==> config.mk <==
export PLATFORM = sky130hd
export DESIGN_NAME = day_number_date_converter_unit
export DESIGN_NICKNAME = d
export VERILOG_FILES = /design/src/rtl/core/dndc_pkg.sv /design/src/rtl/core/day_number_date_converter_unit.sv
export SDC_FILE = /design/constraint.sdc
export NUM_CORES = 1
export LEC_CHECK = 0
export BUFFER_PORTS_ARGS = -buffer_cell sky130_fd_sc_hd__buf_2
export CAP_MARGIN = 20
export CORE_ASPECT_RATIO = 1.4
export CORE_MARGIN = 1.5
export CORE_UTILIZATION = 55
export CTS_CLUSTER_SIZE = 10
export DETAILED_ROUTE_END_ITERATION = 12
export HOLD_SLACK_MARGIN = 0.05
export PLACE_DENSITY = 0.75
export SETUP_SLACK_MARGIN = 0.05
export SYNTH_ARGS = -nofsm -noshare
export SYNTH_HDL_FRONTEND = slang
export SYNTH_SLANG_ARGS = --single-unit
==> constraint.sdc <==
create_clock -name clk -period 7.7 [get_ports clk]
set_input_delay 1.155 -clock clk [delete_from_list [all_inputs] [get_ports clk]]
set_output_delay 1.155 -clock clk [all_outputs]
set_load 0.02 [all_outputs]
==> src/rtl/core/dndc_pkg.sv <==
// Shared types, codes and calendar tables for the day-number / date converter.
// No dependencies; used by day_number_date_converter_unit.
`timescale 1ns / 1ps

package dndc_pkg;

  // Field widths of the request and result
  localparam int DN_W = 22;
  localparam int YR_W = 14;
  localparam int MO_W = 4;
  localparam int DY_W = 5;
  localparam int ST_W = 3;

  // Default last supported year
  localparam int MAX_YEAR_DEF = 9999;

  // Function codes
  localparam logic [1:0] FN_DN2DATE = 2'd0;
  localparam logic [1:0] FN_DATE2DN = 2'd1;
  localparam logic [1:0] FN_NTHWDAY = 2'd2;

  typedef enum logic [ST_W-1:0] {
    ST_OK    = 3'd0,
    ST_RANGE = 3'd1,
    ST_MONTH = 3'd2,
    ST_DAY   = 3'd3,
    ST_NTH   = 3'd4
  } status_t;

  typedef struct packed {
    logic [1:0]      func;
    logic [DN_W-1:0] day_number;
    logic [YR_W-1:0] year;
    logic [MO_W-1:0] month;
    logic [DY_W-1:0] day;
    logic [2:0]      nth;
    logic [2:0]      weekday;
  } req_t;

  typedef struct packed {
    logic [DN_W-1:0] day_number_out;
    logic [YR_W-1:0] year_out;
    logic [MO_W-1:0] month_out;
    logic [DY_W-1:0] day_out;
    status_t         status;
  } res_t;

  typedef enum logic [1:0] {
    S_IDLE,
    S_PERIOD,
    S_MONTH,
    S_FINISH
  } state_t;

  // Period stages: 400, 100, 4 and 1 years
  function automatic logic [17:0] period_days(input logic [1:0] stg);
    logic [17:0] d;
    case (stg)
      2'd0:    d = 18'd146097;
      2'd1:    d = 18'd36524;
      2'd2:    d = 18'd1461;
      default: d = 18'd365;
    endcase
    return d;
  endfunction

  function automatic logic [8:0] period_years(input logic [1:0] stg);
    logic [8:0] y;
    case (stg)
      2'd0:    y = 9'd400;
      2'd1:    y = 9'd100;
      2'd2:    y = 9'd4;
      default: y = 9'd1;
    endcase
    return y;
  endfunction

  // Days of each period modulo 7
  function automatic logic [2:0] period_mod7(input logic [1:0] stg);
    logic [2:0] r;
    case (stg)
      2'd0:    r = 3'd0;
      2'd1:    r = 3'd5;
      2'd2:    r = 3'd5;
      default: r = 3'd1;
    endcase
    return r;
  endfunction

  // Month length; zero for a month code outside 1..12
  function automatic logic [4:0] month_len(input logic [3:0] m, input logic leap);
    logic [4:0] l;
    case (m)
      4'd1, 4'd3, 4'd5, 4'd7, 4'd8, 4'd10, 4'd12: l = 5'd31;
      4'd4, 4'd6, 4'd9, 4'd11:                    l = 5'd30;
      4'd2:                                       l = leap ? 5'd29 : 5'd28;
      default:                                    l = 5'd0;
    endcase
    return l;
  endfunction

  // (a + b) mod 7 for a in 0..6, b in 0..7
  function automatic logic [2:0] mod7_add(input logic [2:0] a, input logic [2:0] b);
    logic [3:0] s;
    s = {1'b0, a} + {1'b0, b};
    if (s >= 4'd7) begin
      s = s - 4'd7;
    end
    return s[2:0];
  endfunction

endpackage

==> src/rtl/core/day_number_date_converter_unit.sv <==
// Top level of the proleptic Gregorian day-number / date converter.
// Depends on dndc_pkg.
`timescale 1ns / 1ps

// Converts day numbers (day 1 = 0001-01-01) to dates, dates to day numbers,
// and finds the nth weekday of a month (weekday 0 = Sunday). One request is
// worked at a time; req_ready is high only while the unit is idle. A single
// compare/subtract/add unit steps through 400-, 100-, 4- and 1-year periods,
// one period per cycle, then through the months, one per cycle. A request
// that fails the up-front range checks goes straight to the result stage.
// The result register holds a finished result until it is taken, while the
// unit already accepts the next request.
module day_number_date_converter_unit #(
  parameter int MAX_YEAR = dndc_pkg::MAX_YEAR_DEF
) (
  input  logic           clk,
  input  logic           rst,
  input  logic           req_valid,
  output logic           req_ready,
  input  dndc_pkg::req_t req,
  output logic           res_valid,
  input  logic           res_ready,
  output dndc_pkg::res_t res
);
  import dndc_pkg::*;

  // Last valid day number and internal datapath width
  localparam int DN_MAX = MAX_YEAR * 365 + MAX_YEAR / 4 - MAX_YEAR / 100 + MAX_YEAR / 400;
  localparam int DN_MAX_W = $clog2(DN_MAX + 1);
  localparam int DW = (DN_MAX_W > DN_W) ? DN_MAX_W : DN_W;

  state_t          state, state_next;
  req_t            cur;
  status_t         st;
  logic [DW-1:0]   rem;
  logic [DW-1:0]   acc;
  logic [1:0]      stg;
  logic [3:0]      mon;
  logic [1:0]      q100;
  logic [4:0]      q4;
  logic [1:0]      q1;
  logic [2:0]      wd7;

  logic            load_req;
  logic            load_res;
  status_t         early_st;
  logic            is_dn;
  logic            leap;
  logic [4:0]      mlen;
  logic [DW-1:0]   sub_op;
  logic [DW-1:0]   add_op;
  logic [2:0]      add7;
  logic [DW-1:0]   rem_diff;
  logic [DW-1:0]   acc_sum;
  logic [2:0]      wd7_sum;
  logic            rem_ge;
  logic            cnt_full;
  logic            per_take;
  logic            mon_go;
  logic [2:0]      s7;
  logic [2:0]      diff7;
  logic [5:0]      dd;
  logic [DW-1:0]   fin_sum;
  status_t         fin_st;
  res_t            res_next;

  // Up-front range checks on the incoming request
  always_comb begin
    early_st = ST_OK;
    case (req.func)
      FN_DN2DATE: begin
        if (req.day_number == '0 || DW'(req.day_number) > DW'(DN_MAX)) begin
          early_st = ST_RANGE;
        end
      end
      FN_DATE2DN: begin
        if (req.year == '0 || 32'(req.year) > 32'(MAX_YEAR)) begin
          early_st = ST_RANGE;
        end else if (req.month == '0 || req.month > 4'd12) begin
          early_st = ST_MONTH;
        end
      end
      FN_NTHWDAY: begin
        if (req.nth == '0 || req.nth > 3'd5 || req.weekday > 3'd6) begin
          early_st = ST_NTH;
        end else if (req.year == '0 || 32'(req.year) > 32'(MAX_YEAR)) begin
          early_st = ST_RANGE;
        end else if (req.month == '0 || req.month > 4'd12) begin
          early_st = ST_MONTH;
        end
      end
      default: early_st = ST_RANGE;
    endcase
  end

  // Leap flag from the period counts of the elapsed years
  assign is_dn = (cur.func == FN_DN2DATE);
  assign leap  = (q1 == 2'd3) && (q4 != 5'd24 || q100 == 2'd3);
  assign mlen  = month_len(mon, leap);

  // Shared step unit: operand select, compare/subtract, add, mod-7 add
  always_comb begin
    if (state == S_MONTH) begin
      sub_op = DW'(mlen);
      add_op = DW'(mlen);
      add7   = 3'(mlen - 5'd28);
    end else begin
      sub_op = is_dn ? DW'(period_days(stg)) : DW'(period_years(stg));
      add_op = is_dn ? DW'(period_years(stg)) : DW'(period_days(stg));
      add7   = period_mod7(stg);
    end
  end

  assign rem_ge   = (rem >= sub_op);
  assign rem_diff = rem - sub_op;
  assign acc_sum  = acc + add_op;
  assign wd7_sum  = mod7_add(wd7, add7);

  // Stage and month step decisions
  assign cnt_full = (stg == 2'd1 && q100 == 2'd3) || (stg == 2'd3 && q1 == 2'd3);
  assign per_take = rem_ge && !cnt_full;
  assign mon_go   = is_dn ? (mon < 4'd12 && rem_ge) : (mon < cur.month);

  // Weekday placement for the nth-weekday request
  assign s7    = mod7_add(wd7, 3'd1);
  assign diff7 = mod7_add(cur.weekday, 3'd7 - s7);
  assign dd    = 6'd1 + 6'(diff7) + 6'(cur.nth - 3'd1) * 6'd7;

  // Result assembly
  always_comb begin
    fin_sum  = acc + ((cur.func == FN_NTHWDAY) ? DW'(dd) : DW'(cur.day));
    fin_st   = st;
    if (st == ST_OK) begin
      if (cur.func == FN_DATE2DN && (cur.day == '0 || cur.day > mlen)) begin
        fin_st = ST_DAY;
      end else if (cur.func == FN_NTHWDAY && dd > {1'b0, mlen}) begin
        fin_st = ST_DAY;
      end
    end
    res_next = '0;
    res_next.status = fin_st;
    if (fin_st == ST_OK) begin
      if (is_dn) begin
        res_next.day_number_out = cur.day_number;
        res_next.year_out       = acc[YR_W-1:0] + YR_W'(1);
        res_next.month_out      = mon;
        res_next.day_out        = rem[DY_W-1:0] + DY_W'(1);
      end else begin
        res_next.day_number_out = fin_sum[DN_W-1:0];
        res_next.year_out       = cur.year;
        res_next.month_out      = cur.month;
        res_next.day_out        = (cur.func == FN_NTHWDAY) ? dd[DY_W-1:0] : cur.day;
      end
    end
  end

  // Next state
  always_comb begin
    state_next = state;
    case (state)
      S_IDLE: begin
        if (req_valid) begin
          state_next = (early_st != ST_OK) ? S_FINISH : S_PERIOD;
        end
      end
      S_PERIOD: begin
        if (!per_take && stg == 2'd3) begin
          state_next = S_MONTH;
        end
      end
      S_MONTH: begin
        if (!mon_go) begin
          state_next = S_FINISH;
        end
      end
      S_FINISH: begin
        if (load_res) begin
          state_next = S_IDLE;
        end
      end
      default: state_next = S_IDLE;
    endcase
  end

  // Handshake and load strobes
  always_comb begin
    req_ready = (state == S_IDLE);
    load_req  = req_ready && req_valid;
    load_res  = (state == S_FINISH) && (!res_valid || res_ready);
  end

  // Control registers
  always_ff @(posedge clk) begin
    if (rst) begin
      state     <= S_IDLE;
      res_valid <= 1'b0;
    end else begin
      state <= state_next;
      if (load_res) begin
        res_valid <= 1'b1;
      end else if (res_ready) begin
        res_valid <= 1'b0;
      end
    end
  end

  // Datapath registers
  always_ff @(posedge clk) begin
    if (load_req) begin
      cur  <= req;
      st   <= early_st;
      rem  <= (req.func == FN_DN2DATE) ? DW'(req.day_number) - DW'(1)
                                       : DW'(req.year) - DW'(1);
      acc  <= '0;
      stg  <= 2'd0;
      mon  <= 4'd1;
      q100 <= 2'd0;
      q4   <= 5'd0;
      q1   <= 2'd0;
      wd7  <= 3'd0;
    end else if (state == S_PERIOD) begin
      if (per_take) begin
        rem <= rem_diff;
        acc <= acc_sum;
        wd7 <= wd7_sum;
        case (stg)
          2'd1:    q100 <= q100 + 2'd1;
          2'd2:    q4   <= q4 + 5'd1;
          2'd3:    q1   <= q1 + 2'd1;
          default: ;
        endcase
      end else if (stg != 2'd3) begin
        stg <= stg + 2'd1;
      end
    end else if (state == S_MONTH && mon_go) begin
      mon <= mon + 4'd1;
      if (is_dn) begin
        rem <= rem_diff;
      end else begin
        acc <= acc_sum;
        wd7 <= wd7_sum;
      end
    end
    if (load_res) begin
      res <= res_next;
    end
  end

`ifndef SYNTHESIS
  // Month walk never leaves 1..12
  a_mon_range: assert property (@(posedge clk) disable iff (rst)
    state == S_MONTH |-> (mon >= 4'd1 && mon <= 4'd12))
    else $error("month counter out of range");

  // At most 24 four-year periods fit in a century
  a_q4_bound: assert property (@(posedge clk) disable iff (rst)
    (state == S_PERIOD || state == S_MONTH) |-> q4 <= 5'd24)
    else $error("four-year count overflow");

  // Errored results carry all-zero fields
  a_err_zero: assert property (@(posedge clk) disable iff (rst)
    (res_valid && res.status != ST_OK) |->
      (res.day_number_out == '0 && res.year_out == '0 &&
       res.month_out == '0 && res.day_out == '0))
    else $error("nonzero fields on error result");

  // Good results carry a real date
  a_ok_date: assert property (@(posedge clk) disable iff (rst)
    (res_valid && res.status == ST_OK) |->
      (res.month_out != '0 && res.day_out != '0 && res.day_number_out != '0))
    else $error("invalid date on good result");

  // A request failing the up-front checks goes straight to the result stage
  a_early_err: assert property (@(posedge clk) disable iff (rst)
    (req_valid && req_ready && early_st != ST_OK) |=> state == S_FINISH)
    else $error("errored request entered stepping");
`endif

endmodule

==> results.ini <==
[floorplan]
start_util = 0.5564
pin_count = 107
die_h_um = 175.6
core.rowCount = 63
die_area_um2 = 22190
fp.coreArea_um2 = 21050
die_w_um = 126.3

[global_routing]
grt_max_degree = 61
grt_antenna_before_repair = 1
gr-total-overflow = 0
grt_pass1_wl_mm = 50.71
track_usage = 0.2978
first_global_vias = 9493

[timing]
tns_ns = 0
hold_viol_final = 0
tightest_slew_ns = 0.9800
fmax_mhz = 160.7
setup_violations = 0
timing.final.crit_share = 0.8080
rsz0062_at_grt = false
min_period_ns = 6.222
clock_skew_ns = 0.01388
drv_slew = 0
slew_headroom = 0.3467
fin_ws_ns = 1.478

[cells_and_area]
area.sequential_um2 = 4644
multiInputGateArea_um2 = 6630
fillCellCount = 1788
drive_above_1_share = 0.1270
layout.nets = 1495
layout_common_cells = edfxtp_1, nor2_1, nand2_1
syn2layout_area_growth_pct = 10.89
fin_cells = 1606
antenna-diode-count = 0
final_common_cell = edfxtp_1

[clock_network]
cts_buffers = 17
clock_latency_ns = 0.45
post_cts_buffers = 0
post_cts_resized = 0
h-tree-depth = 4
clock-sinks = 169
root_buffer = clkbuf_16
tritoncts = done
ctsHoldBuffers = 0
cts.path.max_buffers = 2
clk_pin_slew_ns = 0.07

[detailed_routing]
wirelength_mm = 32.45
antenna_left = 0
viasPerCell = 6.229
wl_met1_mm = 12.70
drc_errors = 0
wire_per_inst_um = 20.20
top_layer = met4
wl_met2_mm = 16.12
wl_met3_mm = 1.883
vias = 10000
firstDrtPassIters = 5
drt-initial-drc-count = 820

[logic_synthesis]
synth_top_family_by_area = compound AO/OA/AOI/OAI gates
synth_edf_count = 126
postSynthCellCount = 1253
synthXorXnorAreaFrac = 0.07992
yosys_warnings = 0
synthAdderAreaFrac = 0.1167
synthFlopType = edfxtp_1
synth.distinct_cells = 75
synth.area.mux_share = 0.01507
syn_avg_cell_area_um2 = 9.346
synth.cell_area_um2 = 11710
synthesis.nets = 1415
async_flop_share = 0
synth-simple-area-share = 0.1707
yosysSeqAreaShare = 0.3966
synth_compound_area_frac = 0.1822
ys_seq_elements = 169

[worst_setup_path]
cp.required_ns = 7.95
cp_max_fo = 10
max_stage_delay_ns = 0.52
critPathLaunchType = flip-flop
critPathSlowestCell = dfxtp_1
timing.rr.end = res[45]$_SDFFCE_PP0P_
rrSetupSlack_ns = 1.48
ff2ff_path_depth = 28
rr_startpoint = wd7[0]$_SDFFE_PP0P_
endpoint_kind = flip-flop
worst-setup-path-type = flip-flop to flip-flop
cp.arrival_ns = 6.47

[power_and_ir_drop]
power_density_nw_per_um2 = 443.2
leakagePower_nw = 5.190
ir_worst_vdd_mv = 0.2879
power_w = 0.005755

[worst_hold_path]
whs_endpoint = res[2]$_DFFE_PP_
min-delay-start = st[2]$_DFFE_PP_
min_path_type = flip-flop to flip-flop
min_path_cells = 0

[placed_design]
placed_cells = 1574
gp_congestion = 0.9086
io_buffers = 106
dp_hpwl_mm = 24.42
dp_worst_setup_slack_ns = 1.527

[status]
status = finished, final reports clean

[flow_run]
drv_cap = 0

[metal layers]
| layer | track usage | up-vias |
|---|---|---|
| met5 | 0 | - |
| met1 | 0.3480 | 4730 |
| li1 | - | 4753 |
| met2 | 0.5192 | 417 |
| met3 | 0.04935 | 103 |
| met4 | 0.1667 | 0 |
[cell usage after synthesis (all sizes together), types with 24 or more instances]
cell type | n | share of area
xor2 | 38 | 0.028
nor2 | 122 | 0.039
nand3 | 36 | 0.015
nand2 | 113 | 0.036
ha | 98 | 0.10
o21ai | 52 | 0.022
inv | 60 | 0.019
xnor2 | 68 | 0.052
a21oi | 108 | 0.046
a211oi | 49 | 0.031
a21o | 24 | 0.015
clkbuf | 44 | 0.014
dfxtp | 43 | 0.074
edfxtp | 126 | 0.32
[per-stage QoR]
| step | cell area, um^2 | hold slack (ns) | util |
|---|---|---|---|
| global route | 12990 | 0.4875 | 0.6170 |
| CTS | 12990 | 0.4650 | 0.6170 |
| floorplan | 11710 | 0.4577 | - |
| detailed placement | 12440 | 0.4489 | 0.5909 |
| global placement | 12440 | 0.4457 | 0.5909 |
| finish | 12990 | 0.4694 | 0.6170 |
[logic make-up (layout without fill, tap and decap cells)]
| logic type | count (synthesis) | in the layout |
|---|---|---|
| fa+ha+maj | 105 | 105 |
| mux | 17 | 17 |
| compound gates | 329 | 329 |
| buf+inv | 116 | 209 |
| flops | 169 | 169 |
| simple gates | 411 | 411 |
| xor+xnor | 106 | 106 |
[area by class of cell]
type / instances / share of cell area
tap: 260 / 0.02505
sequential: 169 / 0.3577
multi-input combinational: 968 / 0.5106
inverter: 61 / 0.01773
timing repair buffer: 116 / 0.04664
clock inverter: 14 / 0.009250
clock buffer: 18 / 0.03305
[critical path, delay by kind of cell (launching register included)]
| family | cells | cell delay (ns) |
|---|---|---|
| AOI/OAI and AO/OA | 8 | 1.41 |
| xor gates and xnor gates | 3 | 0.39 |
| adders and majority gates | 7 | 2.08 |
| buffers and inverters | 4 | 0.24 |
| DFF | 1 | 0.52 |
| muxes | 1 | 0.39 |
| and+or+nand+nor | 5 | 0.97 |
[where the power goes]
part	switching, W	internal, W	total (W)
logic	0.00199	0.00138	0.00337
registers	0.000235	0.00132	0.00156
clock network	0.000385	0.000447	0.000832
[worst max-delay path by stage]
stage,from,end
5_1_grt,wd7[0]$_SDFFE_PP0P_,res[46]$_SDFFCE_PP0P_
6_report,wd7[0]$_SDFFE_PP0P_,res[45]$_SDFFCE_PP0P_
3_5_place_dp,wd7[0]$_SDFFE_PP0P_,res[46]$_SDFFCE_PP0P_
2_1_floorplan,wd7[0]$_SDFFE_PP0P_,res[45]$_SDFFCE_PP0P_
3_3_place_gp,wd7[0]$_SDFFE_PP0P_,res[46]$_SDFFCE_PP0P_
4_1_cts,wd7[0]$_SDFFE_PP0P_,res[46]$_SDFFCE_PP0P_
[sequential cells by signal (all words and copies together) (netlist names)]
name and flops:
q4 5, rem 22, q1 2, q100 2, wd7 3, st 3
mon 4, acc 22, res_valid 1, stg 2, state 2, cur 53
res 48
Note: power is estimated with default switching activity, not from simulation.
